[src/rtl/core/z2_boundary_column_reducer_unit_assert.svh]
// assertion macros for the z2 boundary column reducer
// no dependencies; included by modules that check their own logic
`ifndef Z2_BOUNDARY_COLUMN_REDUCER_UNIT_ASSERT_SVH
`define Z2_BOUNDARY_COLUMN_REDUCER_UNIT_ASSERT_SVH
`ifndef SYNTHESIS
// same-cycle implication
`define Z2BCR_ASSERT_NOW(label, clk, rst, ante, cons, msg) \
   label: assert property (@(posedge clk) disable iff (rst) (ante) |-> (cons)) \
      else $error(msg);
// next-cycle implication
`define Z2BCR_ASSERT_NEXT(label, clk, rst, ante, cons, msg) \
   label: assert property (@(posedge clk) disable iff (rst) (ante) |=> (cons)) \
      else $error(msg);
`else
`define Z2BCR_ASSERT_NOW(label, clk, rst, ante, cons, msg)
`define Z2BCR_ASSERT_NEXT(label, clk, rst, ante, cons, msg)
`endif
`endif

[src/rtl/core/z2bcr_pkg.sv]
// shared types and constants for the z2 boundary column reducer
// no dependencies
package z2bcr_pkg;

   localparam int MaxSimplices  = 256;
   localparam int RowWidth      = $clog2(MaxSimplices);
   localparam int GroupWidth    = 16;
   localparam int GroupCount    = MaxSimplices / GroupWidth;
   localparam int GroupIdxWidth = $clog2(GroupCount);
   localparam int LowWidth      = $clog2(GroupWidth);
   localparam int DimWidth      = 4;
   localparam int CountWidth    = 8;

   typedef logic [MaxSimplices-1:0] column_type;
   typedef logic [RowWidth-1:0]     row_type;

   typedef struct packed {
      logic [7:0]          row_index;
      logic                entry_valid;
      logic                last_of_column;
      logic [DimWidth-1:0] simplex_dim;
   } req_type;

   typedef struct packed {
      logic [CountWidth-1:0] column_index;
      logic [7:0]            birth_index;
      logic                  essential;
      logic [DimWidth-1:0]   pair_dim;
   } rsp_type;

   // result of the leading-one search
   typedef struct packed {
      logic    empty;
      row_type pivot;
   } lead_type;

   // access to the reduced column store
   typedef struct packed {
      logic    wr_en;
      logic    rd_en;
      row_type addr;
   } store_req_type;

endpackage

[src/rtl/core/z2bcr_lead.sv]
// two-step leading-one search over the work column
// group step is registered, row step within the group follows; depends on z2bcr_pkg
module z2bcr_lead (
   input  logic                   clock,
   input  z2bcr_pkg::column_type  work,
   output z2bcr_pkg::lead_type    lead
);

   logic [z2bcr_pkg::GroupCount-1:0]    grp_nz;
   logic [z2bcr_pkg::GroupIdxWidth-1:0] grp_in;
   logic [z2bcr_pkg::GroupIdxWidth-1:0] grp_ff;
   logic                                any_in;
   logic                                any_ff;
   logic [z2bcr_pkg::GroupWidth-1:0]    sel;
   logic [z2bcr_pkg::LowWidth-1:0]      low;

   // highest nonzero group
   always_comb begin
      grp_in = '0;
      any_in = 1'b0;
      for (int g = 0; g < z2bcr_pkg::GroupCount; g++) begin
         grp_nz[g] = |work[g*z2bcr_pkg::GroupWidth +: z2bcr_pkg::GroupWidth];
         if (grp_nz[g]) begin
            grp_in = z2bcr_pkg::GroupIdxWidth'(g);
            any_in = 1'b1;
         end
      end
   end

   always_ff @(posedge clock) begin
      grp_ff <= grp_in;
      any_ff <= any_in;
   end

   // highest set row inside the chosen group
   always_comb begin
      sel = work[{grp_ff, {z2bcr_pkg::LowWidth{1'b0}}} +: z2bcr_pkg::GroupWidth];
      low = '0;
      for (int b = 0; b < z2bcr_pkg::GroupWidth; b++) begin
         if (sel[b]) begin
            low = z2bcr_pkg::LowWidth'(b);
         end
      end
   end

   assign lead.empty = !any_ff;
   assign lead.pivot = {grp_ff, low};

endmodule

[config.mk]
export PLATFORM = sky130hd
export DESIGN_NAME = z2bcr_lead
export DESIGN_NICKNAME = d
export VERILOG_FILES = /design/src/rtl/core/z2_boundary_column_reducer_unit_assert.svh /design/src/rtl/core/z2bcr_pkg.sv /design/src/rtl/core/z2bcr_lead.sv
export SDC_FILE = /design/constraint.sdc
export NUM_CORES = 1
export LEC_CHECK = 0
export CAP_MARGIN = 20
export CORE_MARGIN = 10
export CORE_UTILIZATION = 40
export CTS_CLUSTER_DIAMETER = 40
export DETAILED_ROUTE_END_ITERATION = 10
export DONT_BUFFER_PORTS = 1
export PLACE_DENSITY_LB_ADDON = 0.25
export REMOVE_ABC_BUFFERS = 1
export SYNTH_ARGS = -nofsm -noshare
export SYNTH_HDL_FRONTEND = slang
export SYNTH_SLANG_ARGS = --single-unit
export TNS_END_PERCENT = 20
[constraint.sdc]
create_clock -name clock -period 3.05 [get_ports clock]
set_input_delay 0.305 -clock clock [delete_from_list [all_inputs] [get_ports clock]]
set_output_delay 0.305 -clock clock [all_outputs]
set_load 0.05 [all_outputs]
==> reports/qor.txt, run 1 <==
Max-slew headroom: 0.3112
Adder-cell share of the synthesized area: 0
Clk root buf: clkbuf_8
Ys flop type: dfxtp_1
Vias: 3051
Main combinational cell family by area after synthesis: multiplexers
Pwr Density: 108.2 mW/mm^2
Hold Fails Final Rpt: 0
Setup WS pre-CTS: 0.1903 ns
Final worst slack: 0.03535 ns
Internal power: 0.2562 mW
P_leak: 1.024 nW
CTS sink cnt: 5
Yosys cell types: 42
WP data required: 2.74 ns
Xor/xnor share of the synthesized area: 0
Num ports: 266
Minimum clock period after layout: 3.015 ns
Status: finished clean
Cts bufs inserted: 3
# DRC: 0
Sw power: 0.09845 mW
Global-route wire length before repair: 20.71 mm
Number of H-tree levels: 1
Fmax: 0.3317 GHz
Max IR drop VDD: 0.08609 mV
Compound-Gate Fraction of Synth Area: 0.1497
CP endpoint kind: output port
Final WL: 15.28 mm
Final setup fails: 0
Arrival @ worst endpoint: 2.71 ns
# rows: 30
Comb pwr share: 0.475
Die H: 103.4 microns
Die W: 103.4 microns
Initial Utilization: 0.4096
Critical Path Fanout Max: 9
Core Util, Final: 0.4823
Drt pass-1 iters: 7
Max incr delay on CP: 0.56 ns
Max clock buf depth: 2
Slowest cell on the critical path: mux4_2
Reg clk slew, reported paths: 0.04 ns
DIE AREA: 0.01069 sq mm
DRT iter0 DRCs: 194
Max Cap Violations: 0
Switching part of the total power: 0.2776
Worst-margin pin slew: 1.029 ns
Gate count of the mapped netlist: 256
Initial antenna violation count: 1
Synth warn: 0
Grt ovf: 0
Multiplexer share of the synthesized area: 0.5004
Cells along the critical path: buf_16 -> mux4_2 -> mux4_2 -> a31o_1 -> a311oi_2 -> nor2_1 -> buf_6
Post-detail-place hpwl: 13.31 mm
CORE AREA: 0.006794 sq mm
RSZ-0062 raised after global routing: true
Clock power frac: 0.345
Share of post-route cells with drive strength above 1: 0.4145
Yosys reg bits: 5
GP Congestion: 0.8800
Syn avg cell area: 10.87 sq um
Final Power: 0.3546 mW
Routed length per instance: 41.19 microns
Antenna violation net count after detailed routing: 0
Post-synthesis sequential area ratio: 0.03597
Asr flop ratio synth: 0
Avg Vias per Cell: 8.224
Layout Nets: 533
EDFF count, synth: 0
Number of global-route vias before repair: 3398
Port bufs: 0
Gr usage total: 0.2599
Buf/Inv on CP: 2
Largest net degree at the start of global routing: 32
Tcrit/Tclk final: 0.9884
Startpoint types: flop
WS Path Type: flop to output port
Crit path top cell by count: mux4_2
Worst Hold Margin: 0.3829 ns
CTS tree: built
Mapped Area: 0.002783 sq mm
Top Family by Delay on Critical Path: multiplexers
Post-Synth Simple-Gate Area: 0.2594
Area Growth Syn to Fin: 17.76%
Sequential share of power: 0.180
Final Max Slew Viols: 0
Antenna cell count: 0
Hold Path Class: input port to flop
-- registers in the layout (all words and copies together), names as in the netlist --
name and count:
grp_ff 4, any_ff 1
-- cell usage after synthesis (all sizes together) (3+ instances only) --
master	number	area share
nor4	64	0.15
mux4	61	0.50
nor2	15	0.020
nand4	14	0.031
buf	13	0.044
a22oi	12	0.032
nand2	10	0.014
a22o	9	0.028
a221oi	7	0.035
clkbuf	6	0.0081
dfxtp	5	0.036
nand3	4	0.0072
nor2b	4	0.0090
and4	3	0.0094
o21ai	3	0.0054
-- metrics by stage --
stage	TNS [ns]	cell area, sq um	instances
after floorplan	-9.199	2639	237
after global placement	0	2932	350
after detailed placement	0	2932	350
after CTS	-0.007496	3013	355
after global routing	-0.1498	3277	371
final	0	3277	371
-- placed cells by master, fill, tap and decap left out, types with 3 or more instances in the layout --
master,synthesis,layout
o21ai_0,3,3
nand4_1,14,14
nor2_1,15,14
clkbuf_16,0,3
clkbuf_8,0,3
nand2_1,9,8
nor2b_1,4,4
mux4_2,56,57
a22oi_2,0,4
buf_4,0,24
a22oi_1,12,8
a22o_1,9,9
nor4_1,63,63
dfxtp_1,5,3
and4_1,3,3
mux4_1,5,4
a221oi_2,3,3
nand3_1,4,4
buf_16,0,3
-- final timing paths --
check             cells past startpoint                  from  slack [ns]                   end
setup / recovery                      7  grp_ff[0]$_SDFF_PP1_        0.04               lead[0]
hold / removal                        3             work[214]        0.38  grp_ff[1]$_SDFF_PP1_
-- cells by family (layout without fill, tap and decap cells) --
kind of cell	Yosys count	after routing
AO/OA/AOI/OAI	46	46
buffers and inverters	21	40
flip-flops	5	5
multiplexers	61	61
AND/OR/NAND/NOR	123	123
-- layer usage --
metal | global-route usage | up-vias | wire length, microns
met2 | 0.4898 | 274 | 8058
li1 | - | 1257 | -
met4 | 0.06738 | 2 | 385
met5 | 0 | - | 11
met1 | 0.2593 | 1475 | 4506
met3 | 0.1010 | 43 | 2321
-- power by group through the flow --
| stage | sequential, mW | combinational, mW | clock (mW) |
|---|---|---|---|
| CTS | 0.0640 | 0.156 | 0.124 |
| finish | 0.0640 | 0.168 | 0.122 |
| detailed placement | 0.0650 | 0.155 | 0 |
| floorplan | 0.0668 | 0.126 | 0 |
| global placement | 0.0650 | 0.157 | 0 |
| global route | 0.0639 | 0.176 | 0.129 |
-- final cells by class --
cell class	instances	area, sq um
clock buffer	4	45.04
fill	637	3517
inverter	2	7.507
multi-input combinational	230	2596
sequential	5	107.6
tap	96	120.1
timing repair buffer	34	400.4
-- what timing repair did --
| action | 4_1_cts | 5_1_grt |
|---|---|---|
| gates resized for setup | 2 | 15 |
| endpoints found under the setup margin | 3 | 4 |
| cloned | 1 | 3 |
| hold buffers | 0 | 0 |
| buffers inserted | 0 | 13 |
| pin swaps | 1 | 8 |
Power figures use the tool's default switching activity.
==> inputs of run 2 (changes only) <==
- CELL_PAD_IN_SITES_DETAIL_PLACEMENT: default -> 0
- CELL_PAD_IN_SITES_GLOBAL_PLACEMENT: default -> 1
==> reports/qor.txt, run 2 (synthesized netlist as in run 1, its figures left out) <==
Status: finished clean
Post-detail-place hpwl: 13.53 mm (+1.6%)
Hold Path End: grp_ff[1]$_SDFF_PP1_
Crit path top cell by count: mux4_2
Layout Nets: 529 (-0.75%)
WS Path Type: flop to output port
Hold Path Class: input port to flop
Vias: 2978 (-2.4%)
Global-route wire length before repair: 20.73 mm (+0.10%)
Fmax: 0.3343 GHz (+0.77%)
Initial Utilization: 0.4096 (unchanged)
Tcrit/Tclk final: 0.9808 (-0.007599)
Avg Vias per Cell: 8.114 (-1.3%)
Gr usage total: 0.2590 (-0.0009515)
CTS sink cnt: 5 (unchanged)
Num ports: 266 (unchanged)
Max incr delay on CP: 0.55 ns (about the same)
Placed Instances: 351 (+0.29%)
# DRC: 0 (unchanged)
Commonest non-fill, non-tap cells in the layout: nor4_1, mux4_2, buf_4
Slowest cell on the critical path: mux4_2
CTS tree: built
Die W: 103.4 microns (unchanged)
DRT iter0 DRCs: 199 (+2.6%)
Max IR drop VDD: 0.08164 mV (-5.2%)
Multi-input gate area: 0.002586 sq mm (-0.39%)
Min-delay src: work[223]
Non-filler instance count after layout: 367 (-1.1%)
DIE AREA: 0.01069 sq mm (unchanged)
Final setup fails: 0 (unchanged)
Antenna violation net count after detailed routing: 0 (unchanged)
Initial antenna violation count: 0 (-1)
CP endpoint kind: output port
Max Cap Violations: 0 (unchanged)
Buf/Inv on CP: 2 (unchanged)
Max clock buf depth: 2 (unchanged)
FF+latch area: 107.6 sq um (unchanged)
Arrival @ worst endpoint: 2.69 ns (-0.02 ns)
Clk root buf: clkbuf_8
Drt pass-1 iters: 5 (-2)
Grt ovf: 0 (unchanged)
Antenna cell count: 0 (unchanged)
GP Congestion: 0.8887 (+0.99%)
RSZ-0062 raised after global routing: true
Number of flip-flops in the largest register: 4 (unchanged)
Minimum clock period after layout: 2.991 ns (-0.02318 ns)
Routed length per instance: 41.17 microns (about the same)
# rows: 30 (unchanged)
Startpoint types: flop
WP data required: 2.74 ns (about the same)
Cells along the critical path: buf_12 -> mux4_2 -> mux4_2 -> nor4_2 -> nand4_1 -> buf_4
Number of global-route vias before repair: 3351 (-1.4%)
Filler Cells Inserted: 639 (+0.31%)
Setup WS pre-CTS: 0.2602 ns (+0.06986 ns)
# hold bufs at CTS: 0 (unchanged)
Regs by FF count: grp_ff x4, any_ff x1
Final WL: 15.11 mm (-1.1%)
CORE AREA: 0.006794 sq mm (unchanged)
P_leak: 0.9932 nW (-3.0%)
Reg clk slew, reported paths: 0.04 ns (about the same)
Hold Crit Depth: 3 (unchanged)
Core Util, Final: 0.4702 (-0.01215)
Worst Hold Margin: 0.3688 ns (-0.01411 ns)
Share of post-route cells with drive strength above 1: 0.4133 (-0.001261)
Area Growth Syn to Fin: 14.79%
Largest net degree at the start of global routing: 31 (-3.1%)
Port bufs: 0 (unchanged)
Pwr Density: 110.9 mW/mm^2 (+2.5%)
Hold Fails Final Rpt: 0 (unchanged)
Final Max Slew Viols: 0 (unchanged)
Register bank with the most flops: grp_ff
Die H: 103.4 microns (unchanged)
Critical Path Fanout Max: 10 (+1)
Top Family by Delay on Critical Path: multiplexers
Max-slew headroom: 0.7012 (+0.3900)
Final worst slack: 0.05853 ns (+0.02318 ns)
Worst-margin pin slew: 0.4477 ns (-0.5817 ns)
Number of H-tree levels: 1 (unchanged)
Commonest non-fill, non-tap cell in the layout: nor4_1
Cts bufs inserted: 3 (unchanged)
[run 2: changes by cell type in the layout (fill, tap and decap cells not counted), sizes merged]
cell,change
buf,-4
[run 2: report_power, final]
part | internal (mW) | switching [mW]
clock network | 0.0900 | 0.0355
logic | 0.102 | 0.0631
registers | 0.0640 | 0.00000167
total | 0.256 | 0.0986
[run 2: layout make-up]
class | count | area share
inverter | 2 | 0.002350
timing repair buffer | 30 | 0.1026
clock buffer | 4 | 0.01410
tap | 96 | 0.03760
sequential | 5 | 0.03369
multi-input combinational | 230 | 0.8096
[run 2: what timing repair did]
| action | 4_1_cts | 5_1_grt |
|---|---|---|
| resized for setup | 0 | 15 |
| endpoints found under the setup margin | 0 | 4 |
| setup buffers | 0 | 9 |
[run 2: through the flow]
stage	instance area (sq um)	power, mW	setup TNS (ns)
after CTS	2984	0.3497	0
final	3194	0.3542	0
after detailed placement	2939	0.2223	0
after global placement	2939	0.2245	0
after floorplan	2639	0.1929	-9.199
after global routing	3194	0.3708	-0.006551
[run 2: per-layer routing]
layer  vias up  global-route usage  share of wire
met1      1466              0.2590           0.29
met5         -                   0              0
met2       246              0.4854           0.53
li1       1244                   -              -
met3        22              0.1143           0.16
met4         0             0.04920          0.016
[run 2: worst max-delay path by stage]
stage,from,depth (start not counted),slack (ns),endpoint
after global routing,grp_ff[0]$_SDFF_PP1_,6,-0.007,lead[2]
after detailed placement,grp_ff[0]$_SDFF_PP1_,7,0.26,lead[1]
final,grp_ff[0]$_SDFF_PP1_,6,0.06,lead[3]
after global placement,grp_ff[0]$_SDFF_PP1_,6,0.25,lead[2]
after CTS,grp_ff[0]$_SDFF_PP1_,7,0.007,lead[1]
after floorplan,grp_ff[0]$_SDFF_PP1_,5,-2.50,lead[2]
